### config.mk
export PLATFORM = sky130hd
export DESIGN_NAME = i2c_master_bit_sequencer
export DESIGN_NICKNAME = d
export VERILOG_FILES = /design/src/rtl/i2cbs_pkg.sv /design/src/rtl/i2cbs_step.sv /design/src/rtl/i2c_master_bit_sequencer.sv
export SDC_FILE = /design/constraint.sdc
export NUM_CORES = 1
export LEC_CHECK = 0
export ABC_AREA = 1
export BUFFER_PORTS_ARGS = -buffer_cell sky130_fd_sc_hd__clkbuf_2
export CAP_MARGIN = 40
export CORE_ASPECT_RATIO = 0.8
export CORE_MARGIN = 5
export CORE_UTILIZATION = 54
export CTS_BUF_LIST = sky130_fd_sc_hd__clkbuf_4
export DETAILED_ROUTE_END_ITERATION = 12
export PLACE_DENSITY_LB_ADDON = 0.3
export REMOVE_ABC_BUFFERS = 1
export SLEW_MARGIN = 20
export SYNTH_ARGS = -nofsm -noshare
export SYNTH_HDL_FRONTEND = slang
export SYNTH_SLANG_ARGS = --single-unit
### constraint.sdc
create_clock -name clock -period 1.99 [get_ports clock]
set_input_delay 0.0995 -clock clock [delete_from_list [all_inputs] [get_ports clock]]
set_output_delay 0.0995 -clock clock [all_outputs]
set_load 0.02 [all_outputs]
### src/rtl/i2cbs_pkg.sv
// i2cbs_pkg: shared types and constants for the i2c master bit sequencer
// no dependencies; used by i2cbs_step and i2c_master_bit_sequencer
package i2cbs_pkg;

   typedef enum logic [2:0] {
      CMD_NONE  = 3'd0,
      CMD_START = 3'd1,
      CMD_STOP  = 3'd2,
      CMD_WRITE = 3'd3,
      CMD_READ  = 3'd4,
      CMD_ACK   = 3'd5,
      CMD_NACK  = 3'd6
   } cmd_type;

   localparam logic [15:0] HALF_RESET = 16'd50;
   localparam logic [2:0]  PHASE_IDLE = 3'd0;
   localparam logic [2:0]  PHASE_ONE  = 3'd1;
   localparam logic [2:0]  PHASE_TWO  = 3'd2;
   localparam logic [2:0]  PHASE_THREE = 3'd3;

   typedef struct packed {
      logic [2:0] action;
      logic [7:0] write_byte;
      logic       sda_in;
   } req_type;

   typedef struct packed {
      logic       scl_out;
      logic       sda_out;
      logic       busy_res;
      logic       done_res;
      logic [7:0] read_byte;
   } rsp_type;

   typedef struct packed {
      cmd_type     cmd;
      logic [2:0]  phase;
      logic [15:0] timer;
      logic [3:0]  bit_cnt;
      logic [7:0]  shreg;
      logic        scl;
      logic        sda;
      logic [7:0]  read_hold;
   } seq_state_type;

endpackage

### src/rtl/i2cbs_step.sv
// i2cbs_step: next-state logic for one tick of the sequencer
// depends on i2cbs_pkg
module i2cbs_step
   import i2cbs_pkg::*;
(
   input  seq_state_type cur,
   input  req_type       req,
   input  logic [15:0]   half_period,
   output seq_state_type nxt,
   output logic          done
);

   logic [15:0] wait_load;
   logic [7:0]  shift_next;
   logic [3:0]  cnt_next;

   assign wait_load  = (half_period == 16'd0) ? 16'd0 : half_period - 16'd1;
   assign shift_next = (cur.cmd == CMD_READ) ? {cur.shreg[6:0], req.sda_in}
                                             : {cur.shreg[6:0], 1'b0};
   assign cnt_next   = cur.bit_cnt + 4'd1;

   always_comb begin
      nxt  = cur;
      done = 1'b0;
      if (cur.cmd == CMD_NONE) begin
         // launch a new command
         unique case (req.action) inside
            CMD_START, CMD_STOP, CMD_WRITE, CMD_READ, CMD_ACK, CMD_NACK: begin
               nxt.cmd     = cmd_type'(req.action);
               nxt.phase   = PHASE_ONE;
               nxt.bit_cnt = 4'd0;
               nxt.timer   = wait_load;
               unique case (req.action)
                  CMD_START: begin
                     nxt.scl = 1'b0;
                     nxt.sda = 1'b1;
                  end
                  CMD_STOP: nxt.scl = 1'b0;
                  CMD_WRITE: begin
                     nxt.shreg = req.write_byte;
                     nxt.sda   = req.write_byte[7];
                  end
                  CMD_READ: begin
                     nxt.sda   = 1'b1;
                     nxt.shreg = 8'd0;
                  end
                  CMD_ACK: nxt.sda = 1'b0;
                  default: nxt.sda = 1'b1;
               endcase
            end
            default: nxt.cmd = CMD_NONE;
         endcase
      end else if (cur.timer != 16'd0) begin
         nxt.timer = cur.timer - 16'd1;
      end else begin
         unique case (cur.cmd) inside
            CMD_START, CMD_STOP: begin
               if (cur.phase == PHASE_ONE) begin
                  if (cur.cmd == CMD_START) nxt.scl = 1'b1;
                  else nxt.sda = 1'b0;
                  nxt.phase = PHASE_TWO;
                  nxt.timer = wait_load;
               end else if (cur.phase == PHASE_TWO) begin
                  if (cur.cmd == CMD_START) nxt.sda = 1'b0;
                  else nxt.scl = 1'b1;
                  nxt.phase = PHASE_THREE;
                  nxt.timer = wait_load;
               end else begin
                  if (cur.cmd == CMD_START) nxt.scl = 1'b0;
                  else nxt.sda = 1'b1;
                  nxt.cmd   = CMD_NONE;
                  nxt.phase = PHASE_IDLE;
                  nxt.timer = 16'd0;
                  done      = 1'b1;
               end
            end
            CMD_WRITE, CMD_READ, CMD_ACK, CMD_NACK: begin
               if (cur.phase == PHASE_ONE) begin
                  nxt.scl   = 1'b1;
                  nxt.phase = PHASE_TWO;
                  nxt.timer = wait_load;
               end else if (cur.cmd == CMD_WRITE || cur.cmd == CMD_READ) begin
                  nxt.scl     = 1'b0;
                  nxt.shreg   = shift_next;
                  nxt.bit_cnt = cnt_next;
                  if (cnt_next[3]) begin
                     // eighth bit shifted, command ends
                     if (cur.cmd == CMD_WRITE) nxt.sda = 1'b1;
                     else nxt.read_hold = shift_next;
                     nxt.cmd   = CMD_NONE;
                     nxt.phase = PHASE_IDLE;
                     nxt.timer = 16'd0;
                     done      = 1'b1;
                  end else begin
                     if (cur.cmd == CMD_WRITE) nxt.sda = shift_next[7];
                     nxt.phase = PHASE_ONE;
                     nxt.timer = wait_load;
                  end
               end else begin
                  // ack drops scl and releases sda, nack leaves scl high
                  if (cur.cmd == CMD_ACK) begin
                     nxt.scl = 1'b0;
                     nxt.sda = 1'b1;
                  end else begin
                     nxt.scl = 1'b1;
                  end
                  nxt.cmd   = CMD_NONE;
                  nxt.phase = PHASE_IDLE;
                  nxt.timer = 16'd0;
                  done      = 1'b1;
               end
            end
            default: nxt.cmd = CMD_NONE;
         endcase
      end
   end

endmodule

### src/rtl/i2c_master_bit_sequencer.sv
// i2c_master_bit_sequencer: tick-driven i2c master pin sequencer, top level
// depends on i2cbs_pkg and i2cbs_step
//
//   port group   dir   carries
//   req_*        in    one tick: action, write_byte, sda_in
//   rsp_*        out   pin levels, busy, done, read byte after that tick
//   csr_*        in    half_period_ticks write
//
// one request per cycle while not stalled; each response comes next cycle
// sequencer state advances only when a request is accepted
// a single output register decouples the sides: req_stall rises only while
// that register is full and rsp_stall is high
// synchronous active-high reset: pins released, idle, half period 50
module i2c_master_bit_sequencer
   import i2cbs_pkg::*;
(
   input  logic        clock,
   input  logic        reset,
   input  logic        req_valid,
   output logic        req_stall,
   input  req_type     req_data,
   output logic        rsp_valid,
   input  logic        rsp_stall,
   output rsp_type     rsp_data,
   input  logic        csr_we,
   input  logic [15:0] csr_wdata
);

   seq_state_type state_ff, state_in;
   logic [15:0]   half_ff, half_in;
   logic          rsp_valid_ff, rsp_valid_in;
   rsp_type       rsp_data_ff, rsp_data_in;
   logic          done;
   logic          accept;

   assign req_stall = rsp_valid_ff & rsp_stall;
   assign accept    = req_valid & ~req_stall;

   i2cbs_step u_step (
      .cur         (state_ff),
      .req         (req_data),
      .half_period (half_ff),
      .nxt         (state_in),
      .done        (done)
   );

   // output valid register and half period register control
   always_comb begin
      half_in      = csr_we ? csr_wdata : half_ff;
      rsp_valid_in = accept | (rsp_valid_ff & rsp_stall);
   end

   // response fields from the updated state
   always_comb begin
      rsp_data_in           = rsp_data_ff;
      if (accept) begin
         rsp_data_in.scl_out   = state_in.scl;
         rsp_data_in.sda_out   = state_in.sda;
         rsp_data_in.busy_res  = (state_in.cmd != CMD_NONE);
         rsp_data_in.done_res  = done;
         rsp_data_in.read_byte = state_in.read_hold;
      end
   end

   always_ff @(posedge clock) begin
      if (reset) begin
         state_ff.cmd       <= CMD_NONE;
         state_ff.phase     <= PHASE_IDLE;
         state_ff.timer     <= 16'd0;
         state_ff.bit_cnt   <= 4'd0;
         state_ff.shreg     <= 8'd0;
         state_ff.scl       <= 1'b1;
         state_ff.sda       <= 1'b1;
         state_ff.read_hold <= 8'd0;
         half_ff            <= HALF_RESET;
         rsp_valid_ff       <= 1'b0;
      end else begin
         if (accept) state_ff <= state_in;
         half_ff      <= half_in;
         rsp_valid_ff <= rsp_valid_in;
      end
   end

   always_ff @(posedge clock) begin
      rsp_data_ff <= rsp_data_in;
   end

   assign rsp_valid = rsp_valid_ff;
   assign rsp_data  = rsp_data_ff;

endmodule
==> run metrics <==
Initial Util=0.551; Std-Cell Rows=29; endpoint class of the critical path=flip-flop; Pleak=2.54 nW; drt drc=0; hold crit path type=in2reg; Slew Limit Fails=0; share of layout cells above drive strength 1=0.176; mux contribution to synthesized area=0; Max-slew headroom=0.609; Critical Path Max Stage Delay=0.36 ns; CTS tree=built; largest family of logic cells by synthesized area=simple AND/OR/NAND/NOR gates; Layout area overhead=23.3%; multi-input logic area=0.00243 mm^2; Max Fclk=0.523 GHz; Layout Nets=a little over 800; Syn. warnings=0; Area after DPL=slightly below 0.005 mm^2; detailed placement HPWL=between 8 and 9 mm; min Tclk post-route=~1.9 ns; Clock Pin Slew Worst Setup and Hold Paths=between 0.1 and 0.15 ns; fin area=roughly 0.0053 mm^2; die area=slightly below 0.01 mm^2; worst skew pair latency=roughly 0.42 ns; compound-gate portion of the synthesized area=0.171; worst vdd ir=just over 0.0005 V; drt wl/cell=between 10 and 15 um; Setup Skew=approximately 0.018 ns; DR vias/cell=~5.4; CP max stage cell=dfxtp_1; die height=about 90 um; CTS Buf Count=9; FF+latch count, synth=slightly above 70; Die X=between 100 and 150 um; Top Ports=47; initial antenna violation count=0; nature of the critical path startpoint=flip-flop; post-synthesis cell type count=32; final setup violation count=0; # clock sinks=approximately 70; most frequent CP cell=nor2_1; CP Class=reg2reg; All-Layer GR Usage=0.249; most frequent cells in the layout=nand2_1 (145), inv_1 (90), nor2_1 (87), a21oi_1 (63), dfxtp_1 (55); post-synthesis simple-gate area fraction=0.326; CP Cell Sequence=nor2_1 > nand2_1 > nor2_4 > nand4_1 > buf_4 > o21ai_4 > buf_6 > nor2_1 > a21oi_1; CP arrival=2.25 ns; number of diodes=0; PD cells=~730 mW/mm^2; sequential share of the synthesized area=0.356; Port-buffer cells=46; Mean Syn Cell Area=~6.4 um^2; final cycle utilization of the critical path=0.962; status=finished clean; Final Hold Vio Count=0; total core area=0.00787 mm^2; filler cell count=between 600 and 700; Max-Cap Viols=0; via count=between 4000 and 5000; final RePlAce weighted congestion=around 1; FF/Latch Area=approximately 0.0015 mm^2; Cell Area, Synth=~0.0043 mm^2; CP Max Fanout=8; overall power=~3.9 mW; first-pass GRT wire length=between 20 and 25 mm; CTS H-Tree Depth=3; Max Root-Sink Buffers=2; Initial DRC Count=between 300 and 400; Data required, critical path=approximately 2.3 ns; number of global-route vias before repair=around 4500; final wirelength=12.3 mm; pin count of the biggest net entering global routing=33; commonest non-fill, non-tap cell in the layout=nand2_1; Mapped Cells=674; adder-cell area share of the yosys netlist=0.0173; xor and xnor area share after synthesis=0.0263; post-route ant nets=0; drt first pass iters=6; Clk Tree Root Cell=clkbuf_4; worst slew pin tran=about 0.59 ns; total grt overflow=0
==> synthesized netlist by cell type (all sizes together) <==
master    n  area [um^2]
a31oi     1         6.26
nand2   150          576
clkbuf   13         48.8
xnor2     3         26.3
inv      97          364
a21oi    63          315
nand3b    2         15.0
dfxtp    59         1180
buf       6         38.8
xor2     10         87.6
edfxtp   12          360
nand4    19          119
a22oi     9         67.6
o21bai    1         7.51
nor2    100          398
nand3    51          260
o22ai     1         6.26
ha        6         75.1
a211oi    1         12.5
o211ai    2         15.0
nor3      7         46.3
o21ai    61          309
==> final timing paths <==
check                    start            to  slack (ns)  cells after the start
setup / recovery  state_ff[32]  state_ff[30]        0.08                      9
hold / removal     req_data[3]  state_ff[12]        0.02                      5
setup reg to reg  state_ff[32]  state_ff[30]        0.08                      9
hold reg to reg   state_ff[15]  state_ff[15]        0.51                      2
==> where the power goes <==
| group | switching [mW] | internal [mW] |
|---|---|---|
| clock | 0.575 | 0.267 |
| combinational | 0.850 | 0.514 |
| sequential | 0.104 | 1.59 |
| total | 1.53 | 2.37 |
==> worst max-delay path: cells and delay by family (launching register included) <==
family,cells,cell delay (ns)
buffers and inverters,2,0.39
AND/OR/NAND/NOR,5,0.67
flip-flops,1,0.36
AO/OA/AOI/OAI,2,0.42
==> cell type report <==
class | count | area share
clock inverter | 7 | 0.0101
inverter | 97 | 0.0690
timing repair buffer | 106 | 0.139
multi-input combinational | 488 | 0.455
clock buffer | 9 | 0.0126
tap | 108 | 0.0253
sequential | 71 | 0.289
==> flip-flops by register name, indices dropped and copies added, names as in the netlist <==
signal,cells
half_ff,16
rsp_valid,1
rsp_data,12
state_ff,42
==> repair_timing <==
| action | CTS | global route |
|---|---|---|
| hold buffers | 21 | 0 |
| endpoints found under the hold margin | 17 | 0 |
| buffers inserted | 0 | 1 |
| cloned | 0 | 3 |
| setup endpoints to repair | 8 | 43 |
| resized for setup | 1 | 38 |
| pin swaps | 0 | 9 |
==> kinds of logic after synthesis <==
family,after synthesis
compound gates,139
flops,71
fa+ha+maj,6
simple gates,329
xor+xnor,13
buf+inv,116
==> per-layer routing <==
| metal | wire length [um] | global-route usage | part of all wire | vias up |
|---|---|---|---|---|
| met5 | 0 | 0 | 0 | - |
| met1 | 5360 | 0.339 | 0.44 | 2161 |
| met4 | 194 | 0.0728 | 0.016 | 0 |
| li1 | - | - | - | 2398 |
| met2 | 5670 | 0.384 | 0.46 | 215 |
| met3 | 1090 | 0.0666 | 0.089 | 21 |
==> per-stage QoR <==
stage               setup slack, ns   util  hold slack (ns)  cells  setup TNS [ns]
global placement             0.0491  0.621            0.320    845               0
finish                       0.0764  0.679           0.0194    886               0
global route                -0.0528  0.679           0.0318    886          -0.352
detailed placement           0.0121  0.621            0.322    845               0
floorplan                     -1.06      -            0.169    655          -30.70
CTS                          0.0113  0.663         0.000946    882               0
Power figures use the tool's default switching activity.
